### config.mk
export PLATFORM = sky130hd
export DESIGN_NAME = escape_sequence_decoder
export DESIGN_NICKNAME = d
export VERILOG_FILES = /design/src/esc_dec_pkg.sv /design/src/esc_dec_core.sv /design/src/escape_sequence_decoder.sv
export SDC_FILE = /design/constraint.sdc
export NUM_CORES = 1
export LEC_CHECK = 0
export BUFFER_PORTS_ARGS = -buffer_cell sky130_fd_sc_hd__buf_4
export CORE_ASPECT_RATIO = 1.4
export CORE_UTILIZATION = 30
export DETAILED_ROUTE_END_ITERATION = 8
export SYNTH_ARGS = -nofsm -noshare
export SYNTH_HDL_FRONTEND = slang
export SYNTH_HIERARCHICAL = 1
export SYNTH_SLANG_ARGS = --single-unit
### constraint.sdc
create_clock -name clk -period 4.5 [get_ports clk]
set_clock_uncertainty 0.15 [all_clocks]
set_input_delay 0.45 -clock clk [delete_from_list [all_inputs] [get_ports clk]]
set_output_delay 0.45 -clock clk [all_outputs]
set_load 0.05 [all_outputs]
### src/esc_dec_pkg.sv
// Shared types, codes and character helpers for the escape sequence decoder.
package esc_dec_pkg;

	localparam int CODE_W = 21;
	localparam int ACC_W  = 9;

	// decode modes
	localparam logic [2:0] MODE_NORMAL = 3'd0;
	localparam logic [2:0] MODE_ESC    = 3'd1;
	localparam logic [2:0] MODE_OCT    = 3'd2;
	localparam logic [2:0] MODE_HEX1   = 3'd3;
	localparam logic [2:0] MODE_HEX2   = 3'd4;

	// result status codes
	localparam logic [1:0] ST_OK        = 2'd0;
	localparam logic [1:0] ST_UNKNOWN   = 2'd1;
	localparam logic [1:0] ST_PREMATURE = 2'd2;
	localparam logic [1:0] ST_BADHEX    = 2'd3;

	localparam logic [CODE_W-1:0] CH_ZERO   = CODE_W'('h30);
	localparam logic [CODE_W-1:0] CH_SEVEN  = CODE_W'('h37);
	localparam logic [CODE_W-1:0] CH_NINE   = CODE_W'('h39);
	localparam logic [CODE_W-1:0] CH_LA     = CODE_W'('h61);
	localparam logic [CODE_W-1:0] CH_LF     = CODE_W'('h66);
	localparam logic [CODE_W-1:0] CH_UA     = CODE_W'('h41);
	localparam logic [CODE_W-1:0] CH_UF     = CODE_W'('h46);
	localparam logic [CODE_W-1:0] CH_X      = CODE_W'('h78);
	localparam logic [CODE_W-1:0] CH_B      = CODE_W'('h62);
	localparam logic [CODE_W-1:0] CH_N      = CODE_W'('h6E);
	localparam logic [CODE_W-1:0] CH_R      = CODE_W'('h72);
	localparam logic [CODE_W-1:0] CH_T      = CODE_W'('h74);
	localparam logic [CODE_W-1:0] CH_V      = CODE_W'('h76);
	localparam logic [CODE_W-1:0] CH_BSLASH = CODE_W'('h5C);
	localparam logic [CODE_W-1:0] CH_QUOTE  = CODE_W'('h27);
	localparam logic [CODE_W-1:0] CH_DQUOTE = CODE_W'('h22);
	localparam logic [CODE_W-1:0] CH_QMARK  = CODE_W'('h3F);

	localparam logic [4:0] HEX_NONE = 5'd16;

	typedef struct packed {
		logic [2:0]       mode;
		logic [1:0]       digits_left;
		logic [ACC_W-1:0] accum;
		logic             stopped;
		logic             dropping;
	} dec_state_t;

	typedef struct packed {
		logic [CODE_W-1:0] code;
		logic              eos;
		logic [1:0]        status;
	} dec_result_t;

	typedef struct packed {
		logic       hit;
		logic [7:0] value;
	} named_t;

	function automatic logic [4:0] hex_value(input logic [CODE_W-1:0] c);
		logic [4:0] v;
		v = HEX_NONE;
		if (c >= CH_ZERO && c <= CH_NINE) v = 5'(c - CH_ZERO);
		else if (c >= CH_LA && c <= CH_LF) v = 5'(c - CH_LA + CODE_W'(10));
		else if (c >= CH_UA && c <= CH_UF) v = 5'(c - CH_UA + CODE_W'(10));
		return v;
	endfunction

	function automatic named_t named_escape(input logic [CODE_W-1:0] c);
		named_t r;
		r.hit = 1'b1;
		case (c)
			CH_LA:     r.value = 8'd7;
			CH_B:      r.value = 8'd8;
			CH_LF:     r.value = 8'd12;
			CH_N:      r.value = 8'd10;
			CH_R:      r.value = 8'd13;
			CH_T:      r.value = 8'd9;
			CH_V:      r.value = 8'd11;
			CH_BSLASH: r.value = 8'd92;
			CH_QUOTE:  r.value = 8'd39;
			CH_DQUOTE: r.value = 8'd34;
			CH_QMARK:  r.value = 8'd63;
			default: begin
				r.hit   = 1'b0;
				r.value = 8'd0;
			end
		endcase
		return r;
	endfunction

endpackage

### src/esc_dec_core.sv
// Next-state and result logic for one character of the escape decoder.
module esc_dec_core
	import esc_dec_pkg::*;
(
	input  dec_state_t        state,
	input  logic [CODE_W-1:0] char_code,
	input  logic              last_char,
	output dec_state_t        state_nx,
	output logic              res_valid,
	output dec_result_t       res
);

	named_t           named;
	logic [4:0]       hexv;
	logic             is_oct;
	logic [1:0]       dl_dec;
	logic [ACC_W-1:0] acc_oct;
	logic [ACC_W-1:0] acc_hex;
	dec_state_t       cleared;

	assign named   = named_escape(char_code);
	assign hexv    = hex_value(char_code);
	assign is_oct  = (char_code >= CH_ZERO) && (char_code <= CH_SEVEN);
	assign dl_dec  = state.digits_left - 2'd1;
	assign acc_oct = {state.accum[ACC_W-4:0], char_code[2:0]};
	assign acc_hex = (hexv == HEX_NONE) ? state.accum
		: ACC_W'({state.accum[ACC_W-5:0], hexv[3:0]});

	always_comb begin
		cleared             = state;
		cleared.mode        = MODE_NORMAL;
		cleared.digits_left = 2'd0;
		cleared.accum       = '0;
		cleared.stopped     = 1'b0;

		state_nx   = state;
		res_valid  = 1'b0;
		res.code   = char_code;
		res.eos    = last_char;
		res.status = ST_OK;

		if (state.dropping) begin
			// swallow the rest of a failed string
			if (last_char) state_nx.dropping = 1'b0;
		end else begin
			case (state.mode)
				MODE_ESC: begin
					if (named.hit) begin
						state_nx  = cleared;
						res_valid = 1'b1;
						res.code  = CODE_W'(named.value);
					end else if (is_oct && !last_char) begin
						state_nx.mode        = MODE_OCT;
						state_nx.accum       = ACC_W'(char_code[2:0]);
						state_nx.digits_left = 2'd2;
						state_nx.stopped     = 1'b0;
					end else if (char_code == CH_X && !last_char) begin
						state_nx.mode  = MODE_HEX1;
						state_nx.accum = '0;
					end else begin
						res_valid  = 1'b1;
						res.status = (is_oct || char_code == CH_X) ? ST_PREMATURE
							: ST_UNKNOWN;
					end
				end
				MODE_OCT: begin
					state_nx.digits_left = dl_dec;
					if (!state.stopped && is_oct) state_nx.accum = acc_oct;
					else state_nx.stopped = 1'b1;
					if (dl_dec == 2'd0) begin
						res_valid = 1'b1;
						res.code  = CODE_W'(state_nx.accum[7:0]);
						state_nx  = cleared;
					end else if (last_char) begin
						res_valid  = 1'b1;
						res.status = ST_PREMATURE;
					end
				end
				MODE_HEX1: begin
					if (last_char) begin
						res_valid  = 1'b1;
						res.status = ST_PREMATURE;
					end else if (hexv == HEX_NONE) begin
						res_valid  = 1'b1;
						res.status = ST_BADHEX;
					end else begin
						state_nx.accum = ACC_W'(hexv);
						state_nx.mode  = MODE_HEX2;
					end
				end
				MODE_HEX2: begin
					res_valid = 1'b1;
					res.code  = CODE_W'(acc_hex[7:0]);
					state_nx  = cleared;
				end
				default: begin
					if (char_code == CH_BSLASH) begin
						if (last_char) begin
							res_valid  = 1'b1;
							res.status = ST_PREMATURE;
						end else begin
							state_nx      = cleared;
							state_nx.mode = MODE_ESC;
						end
					end else begin
						state_nx  = cleared;
						res_valid = 1'b1;
					end
				end
			endcase

			// any error ends the string and drops what is left of it
			if (res_valid && res.status != ST_OK) begin
				state_nx          = cleared;
				state_nx.dropping = !last_char;
				res.code          = '0;
				res.eos           = 1'b1;
			end
		end
	end

endmodule

### src/escape_sequence_decoder.sv
// Top level of the escape sequence decoder: input stage, state and result register.
//
//  channel  dir  tdata bits                 tlast          tuser
//  s_*      in   char_code [20:0], zero pad last_char      -
//  m_*      out  out_code [20:0], zero pad  end_of_string  status [1:0]
//
// One character per cycle while m_tready allows; input stage, then result register.
// The limit is the combinational state update in esc_dec_core.
// A character that closes nothing (escape still open, or dropped) gives no beat.
// While m_tready is low the output register holds and one more beat waits in
// the input stage; arst_n clears both valids and returns to pass-through mode.
module escape_sequence_decoder
	import esc_dec_pkg::*;
(
	input  logic        clk,
	input  logic        arst_n,
	input  logic        s_tvalid,
	output logic        s_tready,
	input  logic [23:0] s_tdata,   // [20:0] char_code, [23:21] zero
	input  logic        s_tlast,
	output logic        m_tvalid,
	input  logic        m_tready,
	output logic [23:0] m_tdata,   // [20:0] out_code, [23:21] zero
	output logic        m_tlast,
	output logic [1:0]  m_tuser    // [1:0] status
);

	logic              item_valid_s1;
	logic [CODE_W-1:0] char_s1;
	logic              last_s1;
	dec_state_t        state_q;
	dec_state_t        state_nx;
	logic              res_valid;
	dec_result_t       res;
	logic              out_valid_q;
	dec_result_t       out_q;
	logic              advance;

	assign advance  = item_valid_s1 && (!out_valid_q || m_tready);
	assign s_tready = !item_valid_s1 || advance;

	always_ff @(posedge clk or negedge arst_n) begin
		if (!arst_n) begin
			item_valid_s1 <= 1'b0;
		end else if (s_tready) begin
			item_valid_s1 <= s_tvalid;
		end
	end

	always_ff @(posedge clk) begin
		if (s_tready && s_tvalid) begin
			char_s1 <= s_tdata[CODE_W-1:0];
			last_s1 <= s_tlast;
		end
	end

	esc_dec_core u_core (
		.state     (state_q),
		.char_code (char_s1),
		.last_char (last_s1),
		.state_nx  (state_nx),
		.res_valid (res_valid),
		.res       (res)
	);

	always_ff @(posedge clk or negedge arst_n) begin
		if (!arst_n) begin
			state_q     <= '0;
			out_valid_q <= 1'b0;
		end else if (advance) begin
			state_q     <= state_nx;
			out_valid_q <= res_valid;
		end else if (m_tready) begin
			out_valid_q <= 1'b0;
		end
	end

	always_ff @(posedge clk) begin
		if (advance && res_valid) begin
			out_q <= res;
		end
	end

	assign m_tvalid = out_valid_q;
	assign m_tdata  = {3'b000, out_q.code};
	assign m_tlast  = out_q.eos;
	assign m_tuser  = out_q.status;

	a_drop_normal: assert property (@(posedge clk) disable iff (!arst_n)
		state_q.dropping |-> state_q.mode == MODE_NORMAL)
		else $error("dropping while an escape is open");

	a_oct_count: assert property (@(posedge clk) disable iff (!arst_n)
		state_q.mode == MODE_OCT |-> state_q.digits_left != 2'd0)
		else $error("octal escape with no digits left");

	a_err_last: assert property (@(posedge clk) disable iff (!arst_n)
		(m_tvalid && m_tuser != ST_OK) |-> (m_tlast && m_tdata == 24'd0))
		else $error("error beat not final or not zero");

	a_stall_hold: assert property (@(posedge clk) disable iff (!arst_n)
		(item_valid_s1 && m_tvalid && !m_tready) |=> $stable(state_q))
		else $error("state moved while output stalled");

endmodule

### Word-level counts from Yosys, hierarchy flattened

Index checks and enable logic that the tools add are counted.

* add/sub/neg operators: 6
* magnitude comparators: 7
* equal/unequal tests: 25
* muxes and demuxes: 58
* bitwise operators: 1
* reduce and logical (&&, ||, !) cells: 26

Operators by type and width (count)
* $eq 21x7->1 const B: 9
* $pmux 7 s11: 1
* $mux 16: 4
* $eq 21x6->1 const B: 3
* $pmux 21 s3: 1
* $mux 9: 5
* $ge 21x7->1 const B: 2
* $le 21x6->1 const B: 2
* $le 21x7->1 const B: 2
* $mux 21: 2
* $pmux 9 s4: 1
* $mux 24: 1
* $pmux 2 s4: 3
* $mux 2: 11
* $mux 22: 1
* $ge 21x6->1 const B: 1
* $mux 1: 17
* $mux 15: 1
* $mux 5: 3
* $mux 3: 4
* $pmux 3 s4: 1
* $reduce_and 6->1: 2
* $logic_and 1x1->1: 11
* $reduce_or 11->1: 1
* 25 further kinds: 34

* bits in registers: 63
* input bits: 29
* output and inout port bits: 29
* logic and storage cells: 135

### Logic depth before layout (Yosys ltp)

* depth after elaboration: 14
* gate-level depth with buffers: 14
* depth with buffers taken out: 11

### Cells and area by module

Netlist, hierarchy kept.

Modules (own cells, without submodules)
* esc_dec_core: instances 1, cells each 342, area an instance 2218.4 µm², seq. area each 0.0 µm²
* escape_sequence_decoder: instances 1, cells each 94, area an instance 2157.1 µm², seq. area each 1831.8 µm²

### Worst setup path after synthesis

Ideal clock, no wire load.

* path type: register -> register
* start point: register char_s1[1]
* end point: register out_q, in the netlist m_tdata[0], enable pin
* library setup time: 0.405 ns
* arrival time: 3.400 ns
* data required time: 3.945 ns
* slack: 0.545 ns
* stages on the path, launching flop included: 11
* buffers on the path: 1
* period minus slack after synthesis: 3.955 ns
* cells stage by stage: edfxtp_1 -> buf_4 -> inv_1 -> ha_1 -> nor4b_2 -> a2111oi_1 -> a221oi_2 -> a2111oi_2 -> nor2_1 -> nand2_1 -> nor2_1

* word-level cells in the longest chain between the ends: 12
* elaborated cells on any way between the ends: 46
* those cells by class: add/sub (5); order compare (7); eq/ne (13); mux (13); reduce/logical (8)

RTL lines
* start, declared: RTL line escape_sequence_decoder.sv:29 `logic [CODE_W-1:0] char_s1;`
* start signal, assigned: RTL line escape_sequence_decoder.sv:52 `char_s1 <= s_tdata[CODE_W-1:0];`
* $sub 5x1->5, or another cell as far along: RTL line esc_dec_pkg.sv:63, esc_dec_pkg.sv:64
* $add 5x4->5 / $logic_and 1x1->1 (equally long branches): RTL line esc_dec_pkg.sv:63, esc_dec_pkg.sv:64
* $mux 5: RTL line esc_dec_pkg.sv:64 `else if (c >= CH_UA && c <= CH_UF) v = 5'(c - CH_UA + CODE_W'(10));`
* $mux 5: RTL line esc_dec_pkg.sv:63 `else if (c >= CH_LA && c <= CH_LF) v = 5'(c - CH_LA + CODE_W'(10));`
* $mux 5: RTL line esc_dec_pkg.sv:62 `if (c >= CH_ZERO && c <= CH_NINE) v = 5'(c - CH_ZERO);`
* $eq 5x5->1: RTL line esc_dec_core.sv:83 `end else if (hexv == HEX_NONE) begin`
* $mux 1: RTL line esc_dec_core.sv:83
* $mux 1: RTL line esc_dec_core.sv:80 `if (last_char) begin`
* $pmux 1 s4 (*): RTL line esc_dec_core.sv:46 `case (state.mode)`
* $mux 1 (*) (2 in series): RTL line esc_dec_core.sv:42 `if (state.dropping) begin`
* via res_valid: RTL line escape_sequence_decoder.sv:33 `logic res_valid;`
* $logic_and 1x1->1 (*): RTL line escape_sequence_decoder.sv:79 `if (advance && res_valid) begin`
* end signal, assigned: RTL line escape_sequence_decoder.sv:80 `out_q <= res;`
* end, declared: RTL line escape_sequence_decoder.sv:36 `dec_result_t out_q;`

Mark *: on every way through the listed nets, which the timed path passes. The rest lies on a longest branch. The select of a mux whose other input is x is not followed.
A chain may end at the register's enable or synchronous reset.

==> run_results.csv <==
group,metric,value,unit
outcome,status,"finished, final reports clean",
clock_network,cts_buffer_depth,2,
layout,syn_to_final_growth,19.5,%
timing,slew_violations,0,
timing,fin_crit,4010,ps
setup_path,cp-end-kind,"flip-flop",
setup_path,crit_cells,9,
layout,drive_gt1_frac,0.256,
timing,rsz0062_at_grt,"no",
setup_path,cp_data_arrival_time,3930,ps
detailed_routing,drt-pass1-iter-count,6,
setup_path,critPathMaxStageDelay,690,ps
setup_path,cp_cell_sequence,"inv_1 > ha_1 > nor4b_2 > a2111oi_1 > a221oi_2 > a2111oi_2 > a211oi_2 > a21oi_4 > a22o_1",
grt,grt_pass1_vias,3626,
grt,track_usage,0.177,
floorplan,rows,51,
timing,setup_viol,0,
clock_network,cts_buffers,9,
setup_path,rr_endpoint,"m_tdata[2]$_DFFE_PP_",
setup_path,crit_path_start_kind,"flip-flop",
floorplan,coreArea,14000,µm²
worst_hold_path,worstHoldStart,"s_tdata[19]",
setup_path,critPathKind,"flip-flop to flip-flop",
clock_network,cts-root-buf,"clkbuf_16",
layout,antenna_cells,0,
detailed_routing,drt_wl_total,12.9,mm
timing,worstMarginPinSlew,1000,ps
setup_path,reg2reg_depth,9,
detailed_routing,drt_iter0_markers,308,
place,place_congestion,0.953,
logic_synthesis,syn_area,4330,µm²
worst_hold_path,hold_class,"input pin to flip-flop",
timing,post-route-period-util,0.890,
setup_path,rr_startpoint,"char_s1[0]$_DFFE_PP_",
floorplan,die_x,104,µm
floorplan,die-area,14900,µm²
clock_network,clkSinkCount,63,
timing,fmax,250,MHz
detailed_routing,vias,3737,
detailed_routing,drtAntennaViolNets,0,
timing,relSlewSlack,0.328,
setup_path,crit_slowest_cell,"edfxtp_1",
layout,final_net_count,509,
grt,grt-ovfl-total,0,
clock_network,path_clk_slew,60,ps
power_and_ir_drop,p_leak,0.00195,µW
place,place_hpwl,9.60,mm
detailed_routing,wl_per_cell,19.4,µm
setup_path,cp.required,4430,ps
clock_network,cts_tree,"yes",
logic_synthesis,synth_area_per_cell,10.0,µm²
grt,antenna_found_initial,0,
floorplan,fp.dieH,144,µm
floorplan,start_util,0.310,
logic_synthesis,yosys_warnings,6,
grt,grt_max_degree,25,
setup_path,critical_path_buf_inv_count,1,
worst_hold_path,whs_endpoint,"char_s1[19]$_DFFE_PP_",
setup_path,reg2reg_slack,490,ps
detailed_routing,drc,0,
clock_network,cts.htree.levels,3,
detailed_routing,via_per_inst,5.62,
logic_synthesis,synthCells,433,
clock_network,clk_latency,340,ps
clock_network,post_cts_resized,0,
power_and_ir_drop,power_density,591,nW/µm²
grt,grt_first_pass_wirelength,20.0,mm
setup_path,path_delay_family,"compound AO/OA/AOI/OAI gates",
timing,tns,0,ps
timing,fin_hold_ws,138,ps
setup_path,path_max_fanout,16,
clock_network,post-cts-setup-buffer-count,0,
flow_run,drv_cap,0,
place,place.port_buffers,51,
timing,hold_violations,0,
worst_hold_path,min_path_cells,1,
floorplan,pin_count,58,
power_and_ir_drop,ir_drop,212,µV
## flip-flops by register name (all words and copies together), names as in the netlist
register	cells
char_s1	21
item_valid_s1	1
last_s1	1
m_tdata	21
m_tlast	1
m_tuser	2
m_tvalid	1
state_q	15
## per-layer routing
metal,part of all wire,global-route usage
met1,0.40,0.201
met2,0.50,0.310
met3,0.050,0.0370
met4,0.047,0.102
met5,0,0
## how the worst max path moves through the flow
stage	from	end	slack, ps
3_5_place_dp	char_s1[0]$_DFFE_PP_	m_tdata[2]$_DFFE_PP_	630
4_1_cts	char_s1[0]$_DFFE_PP_	m_tdata[2]$_DFFE_PP_	600
5_1_grt	char_s1[0]$_DFFE_PP_	m_tdata[2]$_DFFE_PP_	340
6_report	char_s1[0]$_DFFE_PP_	m_tdata[2]$_DFFE_PP_	490
2_1_floorplan	char_s1[1]$_DFFE_PP_	m_tdata[0]$_DFFE_PP_	550
3_3_place_gp	char_s1[0]$_DFFE_PP_	m_tdata[2]$_DFFE_PP_	710
## final cells by class
cell class,count,area [µm²]
Clock buffer,9,225
Clock inverter,7,95.1
Fill cell,1385,8800
Inverter,11,41.3
Multi-Input combinational cell,328,2290
Sequential cell,63,1810
Tap cell,185,231
Timing Repair Buffer,62,480
## power breakdown
part | switching (µW) | total [µW] | internal (µW) | leakage (µW)
registers | 111 | 929 | 818 | 0.000672
clock network | 262 | 748 | 485 | 0.000157
logic | 903 | 1380 | 480 | 0.00112
total | 1280 | 3060 | 1780 | 0.00195
## what timing repair did
action                     in CTS  in global routing
hold endpoints to repair       17                  0
setup endpoints to repair       0                  0
hold buffers                    1                  0
## per-stage QoR
stage | area, µm² | instances | total power (µW) | setup WS (ps) | util
2_1_floorplan | 4340 | 435 | 1950 | 545 | -
3_3_place_gp | 4840 | 648 | 2300 | 709 | 0.347
3_5_place_dp | 4840 | 648 | 2310 | 635 | 0.347
4_1_cts | 5170 | 665 | 3070 | 601 | 0.370
5_1_grt | 5170 | 665 | 3210 | 336 | 0.370
6_report | 5170 | 665 | 3060 | 494 | 0.370
## cells in the final DEF, fill, tap and decap left out, types with 3 or more instances in the layout
master	instances
xnor2_1	3
o211ai_1	7
mux2i_1	8
edfxtp_1	46
nand2_1	43
nand3_1	14
and3b_1	5
buf_4	60
inv_1	10
ha_1	5
dfrtp_1	17
nor2_1	29
a22o_1	7
and3_1	9
o21ai_1	6
mux2_4	10
nand4_1	7
clkbuf_16	9
or3_1	3
o31ai_1	7
o22ai_1	5
and2_4	9
conb_1	3
mux2_2	5
a211oi_1	4
o41ai_1	4
nor3_1	14
nor4_1	3
a31oi_1	6
and2_1	7
o21ai_0	12
o2bb2ai_1	4
nor2b_1	6
a21oi_1	23
a311oi_1	3
(Power assumes the default switching activity.)
